`src/sv/rlm_sqrt.sv`:
```
// ---------------------------------------------------------------------------
// rlm_sqrt
// Floor square root, two radicand bits per cycle.
// ---------------------------------------------------------------------------
module rlm_sqrt #(
  parameter int IN_W = 44
) (
  input  logic              clk,
  input  logic              rst,
  input  logic              start,
  input  logic [IN_W-1:0]   radicand,
  output logic              done,
  output logic [15:0]       root_sat
);

  localparam int QW    = IN_W + (IN_W % 2);
  localparam int H     = QW / 2;
  localparam int CNT_W = $clog2(H + 1);

  logic             busy;
  logic [CNT_W-1:0] cnt;
  logic [QW-1:0]    x;
  logic [H:0]       rem;
  logic [H-1:0]     root;
  logic [H+2:0]     r2;
  logic [H+2:0]     trial;
  logic             fits;

  assign r2    = {rem, x[QW-1:QW-2]};
  assign trial = {1'b0, root, 2'b01};
  assign fits  = r2 >= trial;
  assign root_sat = (root > H'(16'hFFFF)) ? 16'hFFFF : root[15:0];

  always_ff @(posedge clk) begin
    if (rst) begin
      busy <= 1'b0;
      done <= 1'b0;
      cnt  <= '0;
    end else begin
      done <= 1'b0;
      if (start) begin
        busy <= 1'b1;
        cnt  <= CNT_W'(H);
        x    <= QW'(radicand);
        rem  <= '0;
        root <= '0;
      end else if (busy) begin
        x    <= {x[QW-3:0], 2'b00};
        rem  <= fits ? (H+1)'(r2 - trial) : r2[H:0];
        root <= {root[H-2:0], fits};
        cnt  <= cnt - 1'b1;
        if (cnt == CNT_W'(1)) begin
          busy <= 1'b0;
          done <= 1'b1;
        end
      end
    end
  end

endmodule

```
`config.mk`:
```
export PLATFORM = sky130hd
export DESIGN_NAME = rlm_sqrt
export DESIGN_NICKNAME = d
export VERILOG_FILES = /design/src/sv/rlm_sqrt.sv
export SDC_FILE = /design/constraint.sdc
export NUM_CORES = 1
export LEC_CHECK = 0
export BUFFER_PORTS_ARGS = -buffer_cell sky130_fd_sc_hd__buf_2
export CAP_MARGIN = 0
export CORE_MARGIN = 5
export CORE_UTILIZATION = 62
export DETAILED_ROUTE_END_ITERATION = 6
export PLACE_DENSITY_LB_ADDON = 0.05
export SLEW_MARGIN = 20
export SYNTH_ARGS = -nofsm -noshare
export SYNTH_HDL_FRONTEND = slang
export SYNTH_SLANG_ARGS = --single-unit
```
`constraint.sdc`:
```
create_clock -name clk -period 10.2 [get_ports clk]
set_input_delay 2.04 -clock clk [delete_from_list [all_inputs] [get_ports clk]]
set_output_delay 2.04 -clock clk [all_outputs]
set_load 0.02 [all_outputs]
```
==> flow_metrics.env <==
export IMPL_place_congestion=0.822
export IMPL_synth_area_mm2=0.00543
export IMPL_finalCriticalPeriod_ns=4.56
export IMPL_clk_path_buf_depth=2
export IMPL_drt_pre_antenna_iters=4
export IMPL_cts_buffers=9
export IMPL_viasPerCell=5.95
export IMPL_critical_path_class="in2reg"
export IMPL_grt_max_degree=87
export IMPL_post_cts_resized=0
export IMPL_nets=611
export IMPL_fin_skew_ns=0.0136
export IMPL_hold_viol_final=0
export IMPL_root_buffer="clkbuf_8"
export IMPL_fin_cells=651
export IMPL_ys_flop_type="edfxtp_1"
export IMPL_cp_arrival_ns=4.56
export IMPL_ios=64
export IMPL_drive_gt1_share_pct=25.2
export IMPL_whs_endpoint="x[24]$_DFFE_PP_"
export IMPL_reg2reg_depth=9
export IMPL_fillers=648
export IMPL_slew_limit_headroom_pct=23.5
export IMPL_die_area_mm2=0.0107
export IMPL_antenna_left=0
export IMPL_grt_pass1_vias=3796
export IMPL_setup_violations=0
export IMPL_cts_post_setup_buffers_inserted=0
export IMPL_min_path_type="reg2reg"
export IMPL_cp_max_fo=86
export IMPL_finalWirelength_um=11000
export IMPL_final_cell_mix="edfxtp_1 (89), buf_2 (63), nor2_1 (48)"
export IMPL_grt_setup_unrepaired="false"
export IMPL_peakVddDrop_uv=108
export IMPL_grt_overflow_total=0
export IMPL_timing_final_crit_share_pct=44.7
export IMPL_drc=0
export IMPL_dp_hpwl_um=7820
export IMPL_ys_ff_latch=96
export IMPL_avgSynthCellArea_um2=11.2
export IMPL_power_leakage_nw=2.32
export IMPL_clock_sinks=96
export IMPL_synthCells=485
export IMPL_seq_area_frac_synth_pct=51.8
export IMPL_cts_tree="done"
export IMPL_first_iter_violations=207
export IMPL_diodes=0
export IMPL_multi_input_area_mm2=0.00239
export IMPL_cts_hold_buf=0
export IMPL_p_per_area_mw_per_mm2=168
export IMPL_start_util_pct=62.9
export IMPL_synth_nets=558
export IMPL_timing_fmax_mhz=219
export IMPL_dpl_cell_count=635
export IMPL_min_delay_start="x[22]$_DFFE_PP_"
export IMPL_worst_slew_pin_slew_ns=1.14
export IMPL_fp_coreArea_mm2=0.00864
export IMPL_clk_pin_slew_ns=0.09
export IMPL_drv_cap=0
export IMPL_wl_per_cell_um=16.9
export IMPL_rr_startpoint="rem[12]$_SDFFCE_PP0P_"
export IMPL_fin_tns_setup_ns=0
export IMPL_yosys_warnings=0
export IMPL_drv_slew=0
export IMPL_track_usage_pct=20.7
export IMPL_synth_edf_count=89
export IMPL_clk_insertion_delay_late_ns=0.36
export IMPL_status="completed"
export IMPL_grt_pass1_wl_um=18300
export IMPL_core_rowCount=34
export IMPL_r2r_slack_ns=6.83
export IMPL_antenna_found_initial=0
export IMPL_crit_path_start_kind="primary input"
export IMPL_end_kind="flop"
export IMPL_fp_dieW_um=104
export IMPL_regArea_mm2=0.00281
export IMPL_async_flop_share_pct=0
export IMPL_syn2layout_area_growth_pct=10.9
export IMPL_h_tree_depth=3
export IMPL_layout_commonest_cell="edfxtp_1"
export IMPL_fp_dieH_um=104
export IMPL_timing_rr_end="rem[18]$_SDFFCE_PP0P_"
export IMPL_cp_required_ns=10.20
export IMPL_io_buffers=63
export IMPL_synth_cell_types=58
export IMPL_vias=3875
export IMPL_min_path_cells=1
report_power, final:
part	internal (mW)	switching [mW]
logic	0.101	0.146
clock network	0.141	0.137
registers	0.471	0.0136
how the worst max path moves through the flow:
stage / startpoint / endpoint / cells after the start
after floorplan: start / rem[0]$_SDFFCE_PP0P_ / 5
after global placement: start / rem[2]$_SDFFCE_PP0P_ / 5
after CTS: start / root[18]$_SDFFCE_PP0P_ / 5
after global routing: start / rem[18]$_SDFFCE_PP0P_ / 5
final: start / root[2]$_SDFFCE_PP0P_ / 5
after detailed placement: start / rem[0]$_SDFFCE_PP0P_ / 5
cell type report:
type	instances	area share [%]
Inverter	33	2.06
Clock inverter	7	1.66
Timing Repair Buffer	66	5.61
Tap cell	108	2.24
Multi-Input combinational cell	332	39.7
Clock buffer	9	2.06
Sequential cell	96	46.7
worst max-delay path: stages:
cell    delay [ns]
buf_2         0.08
buf_4         0.71
nor2_1        0.19
nor2_4        0.77
buf_4         0.71
cells by family (layout without fill, tap and decap cells):
group / after synthesis / count (layout) / share of synthesized area (%)
xor gates and xnor gates: 19 / 19 / 3.06
adders and majority gates: 26 / 26 / 5.99
and+or+nand+nor: 138 / 138 / 12.0
AOI/OAI and AO/OA: 96 / 96 / 11.9
DFF: 96 / 96 / 51.8
buffers and inverters: 57 / 115 / 4.49
muxes: 53 / 53 / 10.7
state kept, by name, summed over array words and instances, names as in the netlist:
| signal | flops |
|---|---|
| cnt | 5 |
| x | 44 |
| rem | 23 |
| root | 22 |
| busy | 1 |
| done | 1 |
per-stage QoR:
stage	util (%)	power [mW]	hold WS [ns]	setup slack, ns	cell area, µm²
2_1_floorplan	-	0.685	0.525	3.06	5430
6_report	69.7	1.01	0.557	5.64	6020
4_1_cts	69.7	1.01	0.560	5.61	6020
5_1_grt	69.7	1.07	0.572	5.39	6020
3_3_place_gp	67.2	0.729	0.528	5.29	5800
3_5_place_dp	67.2	0.737	0.533	5.20	5800
Yosys cell counts, types with 4 or more instances:
cell      number  area, µm²
buf_1          7       26.3
nand2_1       25       93.8
a21o_1         4       30.0
ha_1          26        325
inv_1         32        120
nor3_1        11       55.1
a211oi_1       5       37.5
mux2i_1       11        110
mux2_2        42        473
dfxtp_1        7        140
xnor2_1       10       87.6
a21oi_1       30        150
xor2_1         9       78.8
clkbuf_1       8       30.0
buf_2          5       25.0
o21ai_0       24        120
nand4_1        5       31.3
edfxtp_1      89       2670
nand3_1       27        135
nor2_1        49        184
metal layers:
metal  routed length (µm)  global-route usage, %  part of all wire [%]  up-vias
li1                     -                      -                     -     1900
met1                 4780                   27.5                    43     1837
met2                 5370                   33.1                    49      121
met3                  663                   5.47                   6.0       17
met4                  206                   6.47                   1.9        0
met5                    0                      0                     0        -
Note: power is estimated with default switching activity, not from simulation.
