### src/sv/rlm_div.sv
// ---------------------------------------------------------------------------
// rlm_div
// Restoring divider, one quotient bit per cycle.
// ---------------------------------------------------------------------------
module rlm_div #(
  parameter int NUM_W = 44,
  parameter int DEN_W = 16
) (
  input  logic             clk,
  input  logic             rst,
  input  logic             start,
  input  logic [NUM_W-1:0] num,
  input  logic [DEN_W-1:0] den,
  output logic             done,
  output logic [NUM_W-1:0] quo
);

  localparam int CNT_W = $clog2(NUM_W + 1);

  logic             busy;
  logic [CNT_W-1:0] cnt;
  logic [DEN_W-1:0] rem;
  logic [DEN_W-1:0] dvs;
  logic [DEN_W:0]   trial;
  logic             fits;

  assign trial = {rem, quo[NUM_W-1]};
  assign fits  = trial >= {1'b0, dvs};

  always_ff @(posedge clk) begin
    if (rst) begin
      busy <= 1'b0;
      done <= 1'b0;
      cnt  <= '0;
    end else begin
      done <= 1'b0;
      if (start) begin
        busy <= 1'b1;
        cnt  <= CNT_W'(NUM_W);
        rem  <= '0;
        quo  <= num;
        dvs  <= den;
      end else if (busy) begin
        rem <= fits ? DEN_W'(trial - {1'b0, dvs}) : trial[DEN_W-1:0];
        quo <= {quo[NUM_W-2:0], fits};
        cnt <= cnt - 1'b1;
        if (cnt == CNT_W'(1)) begin
          busy <= 1'b0;
          done <= 1'b1;
        end
      end
    end
  end

endmodule

### config.mk
export PLATFORM = sky130hd
export DESIGN_NAME = rlm_div
export DESIGN_NICKNAME = d
export VERILOG_FILES = /design/src/sv/rlm_div.sv
export SDC_FILE = /design/constraint.sdc
export NUM_CORES = 1
export LEC_CHECK = 0
export BUFFER_PORTS_ARGS = -buffer_cell sky130_fd_sc_hd__buf_2
export CORE_ASPECT_RATIO = 2
export CORE_UTILIZATION = 55
export DETAILED_ROUTE_END_ITERATION = 10
export PLACE_DENSITY = 0.81
export SYNTH_ARGS = -nofsm -noshare
export SYNTH_HDL_FRONTEND = slang
export SYNTH_SLANG_ARGS = --single-unit
### constraint.sdc
create_clock -name clk -period 9.1 [get_ports clk]
set_input_delay 1.82 -clock clk [delete_from_list [all_inputs] [get_ports clk]]
set_output_delay 1.82 -clock clk [all_outputs]
set_load 0.02 [all_outputs]
==> metrics.md, run 1 <==
| Metric | Value |
|---|---|
| Status | `finished, final reports clean` |
| Vias per cell | `5.79` |
| Finished Layout Cells | `~560` |
| Worst Hold Path EP | `cnt[1]` |
| Cell area after synthesis | `around 4400 sq um` |
| Die height | `approximately 130 um` |
| Total Power Consumption | `around 1.1 mW` |
| RSZ-0062 raised after global routing | `no` |
| Post_cts resized | `0` |
| Type of origin of the critical path | `primary input` |
| H-tree Lvls | `3` |
| Worst Path Arrival | `between 3000 and 4000 ps` |
| Post-synth cell types | `58` |
| # port buffers | `about 110` |
| GP Congestion | `about 0.86` |
| GR Layer Usage met2 | `roughly 45%` |
| Final HPWL DP | `between 7000 and 8000 um` |
| Routed via count | `between 3000 and 4000` |
| Syn Nets | `approximately 430` |
| Final instance area | `5360 sq um` |
| Setup Buffers After CTS | `0` |
| DRT antenna net count | `0` |
| Worst slew margin | `just under 30%` |
| Clk_lat worst skew | `approximately 330 ps` |
| CTS tree | `built` |
| Worst setup path startpoint | `start` |
| Worst-path fanout max | `62` |
| Worst-Margin Slew | `1060 ps` |
| Place WS | `between 5000 and 6000 ps` |
| Minimum clock period | `3750 ps` |
| Crit path capture type | `register` |
| Hold_sp | `cnt[1]` |
| Share of post-route cells with drive strength above 1 | `40.5%` |
| Grt total ovfl | `0` |
| Syn_area_per_cell | `roughly 13 sq um` |
| Number of global-route vias before repair | `approximately 3400` |
| Final worst setup slack | `5350 ps` |
| Placed standard-cell area | `approximately 5100 sq um` |
| CTS root buffer | `clkbuf_16` |
| Post-Syn Instances | `roughly 350` |
| Main synth FF type | `edfxtp_1` |
| Iteration-0 DRC Markers | `~150` |
| Die width | `between 60 and 70 um` |
| Met1 usage | `roughly a quarter` |
| Antenna diode count | `0` |
| Remaining DRCs | `0` |
| Reg2reg start | `rem[7]` |
| Final setup violation count | `0` |
| DR WL/cell | `~18 um` |
| Fin crit share | `41.2%` |
| Initial Util | `56.3%` |
| Worst reg2reg path endpoint | `quo[0]` |
| Drt total wl | `9950 um` |
| Post-synthesis sequential area ratio | `55.0%` |
| Total GRT Usage | `24.9%` |
| Drt first pass iters | `4` |
| Max Cap Violations | `0` |
| Req. time, crit path | `just over 9000 ps` |
| Met3 Use GR | `about 5.4%` |
| Cts hold-fix bufs | `0` |
| Num CTS Buffers | `9` |
| Placed cells | `about 540` |
| Clock-pin slew on the worst setup and hold paths | `approximately 60 ps` |
| Reg2reg path depth | `7` |
| VDD IR max | `about 0.00017 V` |
| Worst R2R Setup Slack | `6230 ps` |
| Core Util, Final | `about two thirds` |
| Final Max Tran Viols | `0` |
| Final Hold Viols | `0` |
| # clock sinks | `84` |
| Post-synthesis register bit count | `84` |
| Core area | `roughly 8000 sq um` |
| # rows | `46` |
| CP Class | `in -> reg` |
| CTS max path bufs | `2` |
| Die ar. | `8450 sq um` |
| Async SR Flop Fraction | `0%` |
| Leak | `about 2.2 nW` |
| Max Fclk | `~0.27 GHz` |
| Initial antenna violation count | `0` |
| Post-synth EDFFs | `76` |
| Worst hold path type | `reg -> reg` |
| Fin Hold WS | `approximately 490 ps` |
| Yosys warns | `0` |
| PwrDens | `201 nW/um^2` |
| TNS Setup | `0 ps` |
| Largest net degree at the start of global routing | `between 60 and 70` |
| Worst Clk Skew | `7.56 ps` |
| IO Count | `roughly 110` |
| Grt peak-use layer | `met2` |
| Global-route wire length before repair | `about 16000 um` |
| Hold depth | `2` |
| Nets@finish | `about 540` |
| Layout overhead on the synthesized area | `20.7%` |
-- worst max-delay path by stage --
stage	end	slack (ps)	cells after the start
3_5_place_dp	dvs[7]	5010	5
5_1_grt	dvs[6]	5230	5
3_3_place_gp	dvs[6]	5060	5
6_report	dvs[7]	5350	5
4_1_cts	dvs[7]	5360	5
2_1_floorplan	quo[0]	3770	4
-- cells by family (layout without fill, tap and decap cells) --
| logic type | after synthesis | in the layout | share of synthesized area [%] |
|---|---|---|---|
| AO/OA/AOI/OAI | 68 | 68 | 11.2 |
| XOR/XNOR | 14 | 14 | 2.76 |
| adder cells (fa/ha/maj) | 19 | 19 | 5.53 |
| buffers and inverters | 34 | 147 | 3.41 |
| flip-flops | 84 | 84 | 55.0 |
| multiplexers | 46 | 46 | 11.6 |
| AND/OR/NAND/NOR | 84 | 84 | 10.5 |
-- power breakdown --
part           internal (mW)  total [mW]  switching [mW]  leakage [nW]
combinational         0.0947       0.228           0.133          1.24
clock                  0.238       0.375           0.137         0.154
sequential             0.458       0.475          0.0162         0.791
total                  0.791        1.08           0.287          2.18
-- state kept, by name (all words and copies together) (netlist names) --
| register | count |
|---|---|
| quo | 44 |
| dvs | 16 |
| rem | 16 |
| cnt | 6 |
| busy | 1 |
| done | 1 |
-- layout make-up --
type | count | area (sq um)
Multi-Input combinational cell | 231 | 1850
Tap cell | 96 | 120
Timing Repair Buffer | 110 | 558
Fill cell | 542 | 2530
Sequential cell | 84 | 2440
Clock inverter | 6 | 78.8
Clock buffer | 10 | 229
Inverter | 21 | 78.8
-- placed cells by master, fill, tap and decap left out, types with 4 or more instances in the layout --
master	Yosys	routed
nand3_1	16	16
inv_1	20	20
a21oi_1	21	21
dfxtp_1	8	8
nand2_1	13	13
edfxtp_1	76	76
mux2_2	44	44
o21a_1	4	4
nor3_1	11	11
xor2_1	7	7
xnor2_1	7	7
o21ai_1	7	7
clkbuf_16	0	9
buf_2	1	107
ha_1	18	18
o22ai_1	5	5
nor2_1	20	19
a21o_1	4	4
-- worst max-delay path, stage by stage --
cell	delay (ps)
buf_2	80
buf_4	590
clkinv_1	460
nor2_1	520
buf_4	300
-- synthesized netlist by cell type, drive strengths merged (2+ instances only) --
cell type	instances	share of area, %
xor2	7	1.4
or3	3	0.65
clkbuf	7	0.59
mux2	44	11
a21o	5	0.87
nand3b	2	0.34
nor4b	2	0.73
dfxtp	8	3.6
nor2	20	1.7
xnor2	7	1.4
nand2	16	1.6
o22ai	5	0.70
mux2i	2	0.45
nor3	13	1.7
o21ai	10	1.1
o211ai	4	0.99
a21oi	22	2.7
nand3	16	1.8
edfxtp	76	51
buf	4	0.62
inv	20	1.7
ha	18	5.1
a211oi	5	1.1
o21a	4	0.68
and3	4	0.59
a311oi	2	0.39
nor2b	3	0.42
a211o	2	0.39
-- per-layer routing --
layer  part of all wire (%)  up-vias  routed length, um
met3                    5.4       25                539
met1                     36     1550               3570
met5                      0        -                  0
li1                       -     1530                  -
met4                    3.6        0                361
met2                     55      125               5470
Power figures use the tool's default switching activity.
==> run 2: changes to the inputs <==
Settings changed: ABC_AREA set to 1, CORE_UTILIZATION 55 to 49, PLACE_DENSITY 0.81 to 0.75.
Clock period 9.1 ns to 3.2 ns, I/O delays scaled along.
==> run 2 against run 1 <==
Against the previous run: final area increased by 4.1%; setup slack got worse by 4600 ps; clock-buffer cell count unchanged; register-to-register slack got worse by 5500 ps; clock power increased by 140%; flip-flop and latch count unchanged; synthesized cell count increased by 62%; cell count increased by 40%; utilization decreased by 8.1 points; worst hold slack got worse by 9.8 ps; critical path type is now reg -> reg; critical endpoint is now quo[0]; largest power group unchanged.
==> metrics.md, run 2 <==
| Metric | Value |
|---|---|
| Status | `finished, final reports clean (unchanged)` |
| Syn_area_per_cell | `8.31 sq um (was 12.7 sq um)` |
| Iteration-0 DRC Markers | `152 (was 151)` |
| Post-synth top area share | `48.7% (was 51.4%)` |
| DRT antenna net count | `0 (unchanged)` |
| Worst Path Arrival | `2510 ps (was 3780 ps)` |
| Final setup violation count | `0 (unchanged)` |
| Crit path capture type | `register (unchanged)` |
| Buffers and inverters on the worst path | `2 (was 4)` |
| Largest Register | `quo (unchanged)` |
| Setup Buffers After CTS | `0 (unchanged)` |
| Post-Syn Instances | `564 (was 349)` |
| Largest cells by area after synthesis | `edfxtp_1 (49%), nand2_1 (19%), inv_1 (5.5%) (was edfxtp_1 (51%), mux2_2 (11%), ha_1 (5.1%))` |
| Max reg flops | `44 (unchanged)` |
| Remaining DRCs | `0 (unchanged)` |
| Drt total wl | `11100 um (was 9950 um)` |
| Clock network power share | `31.2% (was 34.8%)` |
| Largest net degree at the start of global routing | `49 (was 63)` |
| Top flop regs | `quo: 44 flops, dvs: 16 flops, rem: 16 flops (unchanged)` |
| Worst hold path type | `in -> reg (was reg -> reg)` |
| Drt first pass iters | `5 (was 4)` |
| Die ar. | `9980 sq um (was 8450 sq um)` |
| Final Hold Viols | `0 (unchanged)` |
| Global-route wire length before repair | `17900 um (was 15600 um)` |
| Req. time, crit path | `3240 ps (was 9130 ps)` |
| Final Max Tran Viols | `0 (unchanged)` |
| # clock sinks | `84 (unchanged)` |
| Syn Nets | `646 (was 431)` |
| Minimum clock period | `2460 ps` |
| Grt total ovfl | `0 (unchanged)` |
| Post-synthesis register bit count | `84 (unchanged)` |
| PwrDens | `521 nW/um^2 (was 201 nW/um^2)` |
| Post-synth cell types | `32 (was 58)` |
| Die height | `140 um (was 129 um)` |
| Leak | `2.84 nW (was 2.18 nW)` |
| Clk_lat worst skew | `330 ps (about the same)` |
| CP Class | `reg -> reg (was in -> reg)` |
| Initial Util | `50.3% (was 56.3%)` |
| Type of origin of the critical path | `register (was primary input)` |
| Worst Clk Skew | `5.39 ps (was 7.56 ps)` |
| DR WL/cell | `14.1 um (was 17.8 um)` |
| Switching share of power | `29.7% (was 26.6%)` |
| Placed standard-cell area | `5320 sq um (was 5050 sq um)` |
| Yosys warns | `0 (unchanged)` |
| GP Congestion | `0.917 (was 0.856)` |
| Max incr delay on CP | `450 ps (was 590 ps)` |
| Die width | `71.1 um (was 65.5 um)` |
| Cts hold-fix bufs | `0 (unchanged)` |
| Max Fclk | `between 0.4 and 0.5 GHz` |
| Worst-Margin Slew | `517 ps (was 1060 ps)` |
| Core Util, Final | `59.8% (was 68.0%)` |
| Cell area after synthesis | `4690 sq um (was 4440 sq um)` |
| # rows | `50 (was 46)` |
| Commonest non-fill, non-tap cell in the layout | `nand2_1 (was buf_2)` |
| Antenna diode count | `0 (unchanged)` |
| TNS Setup | `0 ps (unchanged)` |
| Critical Path Most Common Cell | `nand2_1 (was buf_4)` |
| Vias per cell | `5.08 (was 5.79)` |
| Max Cap Violations | `0 (unchanged)` |
| Sequential share of power | `46.4% (was 44.0%)` |
| Final instance area | `5580 sq um (was 5360 sq um)` |
| Most frequent cells in the layout | `nand2_1 (235), buf_2 (107), edfxtp_1 (76) (was buf_2 (107), edfxtp_1 (76), mux2_2 (44))` |
| Post_cts resized | `0 (unchanged)` |
| Finished Layout Cells | `782 (was 558)` |
| Async SR Flop Fraction | `0% (unchanged)` |
| Worst path slowest cell | `edfxtp_1 (was buf_4)` |
| Total GRT Usage | `23.7% (was 24.9%)` |
| CTS root buffer | `clkbuf_16 (unchanged)` |
| Number of global-route vias before repair | `3931 (was 3398)` |
| Worst-path fanout max | `13 (was 62)` |
| CTS max path bufs | `2 (unchanged)` |
| Sw Pwr | `0.863 mW (was 0.287 mW)` |
| CTS tree | `built (unchanged)` |
| Post-synthesis sequential area ratio | `52.1% (was 55.0%)` |
| CP cell instances | `ha_1 -> nand2_2 -> inv_1 -> nand2_1 -> nand2_1 -> nand2_1 -> nand2_1 -> nor2_4 -> nand2_4 -> inv_2 -> o21ai_0 (was buf_2 -> buf_4 -> clkinv_1 -> nor2_1 -> buf_4)` |
| Synth area leader | `edfxtp_1 (unchanged)` |
| Clock-pin slew on the worst setup and hold paths | `60 ps (about the same)` |
| VDD IR max | `0.000457 V (was 0.000168 V)` |
| Fin crit share | `77.0%` |
| H-tree Lvls | `3 (unchanged)` |
| Layout overhead on the synthesized area | `19.0% (was 20.7%)` |
| P_int | `2.04 mW (was 0.791 mW)` |
| Main synth FF type | `edfxtp_1 (unchanged)` |
| Num CTS Buffers | `9 (unchanged)` |
| Most common cell in the netlist | `nand2_1 (was edfxtp_1)` |
| Top post-synthesis cells by count | `nand2_1 (235), edfxtp_1 (76), inv_1 (69), nor2_1 (49), nand3_1 (19) (was edfxtp_1 (76), mux2_2 (44), a21oi_1 (21), inv_1 (20), nor2_1 (20))` |
| Nets@finish | `755 (was 539)` |
| Final HPWL DP | `8830 um (was 7440 um)` |
| Placed cells | `766 (was 542)` |
| Routed via count | `3969 (was 3230)` |
| Share of post-route cells with drive strength above 1 | `22.1% (was 40.5%)` |
| Worst slew margin | `65.5% (was 29.1%)` |
| Comb pwr share | `22.4% (was 21.2%)` |
| RSZ-0062 raised after global routing | `no (unchanged)` |
| Initial antenna violation count | `0 (unchanged)` |
| # port buffers | `107 (unchanged)` |
| Post-synth EDFFs | `76 (unchanged)` |
| IO Count | `108 (unchanged)` |
| Core area | `9320 sq um (was 7890 sq um)` |
| Fin Hold WS | `483 ps (was 493 ps)` |
| Worst path top cell family by delay | `simple AND/OR/NAND/NOR gates (was buffers and inverters)` |
-- run 2: changes by cell type in the layout (fill, tap and decap cells not counted), sizes merged, moves of 5 or more --
cell	before	now
xnor2	7	0
a21oi	22	11
nor2	20	54
nor3	13	5
inv	20	76
a21o	5	0
nand3b	2	10
o21ai	10	2
o22ai	5	0
mux2	44	0
nand2	16	246
nand4	1	6
-- run 2: kinds of logic after synthesis --
kind of cell / after synthesis / share of synthesized area (%)
adder cells (fa/ha/maj): 19 / 5.23
AO/OA/AOI/OAI: 18 / 2.16
buffers and inverters: 90 / 7.88
AND/OR/NAND/NOR: 346 / 31.3
flip-flops: 84 / 52.1
XOR/XNOR: 7 / 1.31
-- run 2: final timing paths --
kind,from,end,slack [ps],cells after the start
setup / recovery,rem[10],quo[0],740,11
hold / removal,den[11],dvs[11],480,1
setup reg to reg,rem[10],quo[0],740,11
hold reg to reg,cnt[3],cnt[3],530,2
-- run 2: through the flow --
stage	setup WS, ps	power, mW
after floorplan	389	1.82
after global placement	763	2.00
after detailed placement	747	2.02
after CTS	732	2.92
after global routing	644	3.05
final	735	2.91
-- run 2: layout make-up --
type                    instances  area, sq um
well taps                     104          130
inverters                      76          285
clock inverters                 6         31.3
flip-flops and latches         84         2440
multi-input cells             390         1890
repair buffers                112          573
fillers                       785         3740
clock buffers                  10          229
-- run 2: worst register-to-register path: cells and delay by family (launching register included) --
kind	cells	cell delay (ps)
and+or+nand+nor	7	950
AOI/OAI and AO/OA	1	130
DFF	1	450
buffers and inverters	2	220
adders and majority gates	1	420
-- run 2: power by group through the flow --
stage	registers, mW	logic (mW)	clock network, mW
2_1_floorplan	1.40	0.419	0
3_3_place_gp	1.37	0.638	0
3_5_place_dp	1.37	0.650	0
4_1_cts	1.35	0.654	0.920
5_1_grt	1.35	0.733	0.963
6_report	1.35	0.651	0.907
-- run 2: routing by layer --
layer / track usage [%] / wire [um] / up-vias
met4: 16.7 / 680 / 0
met3: 3.67 / 443 / 43
met1: 22.7 / 3730 / 1813
met2: 44.3 / 6200 / 122
met5: 0 / 0 / -
li1: - / - / 1991
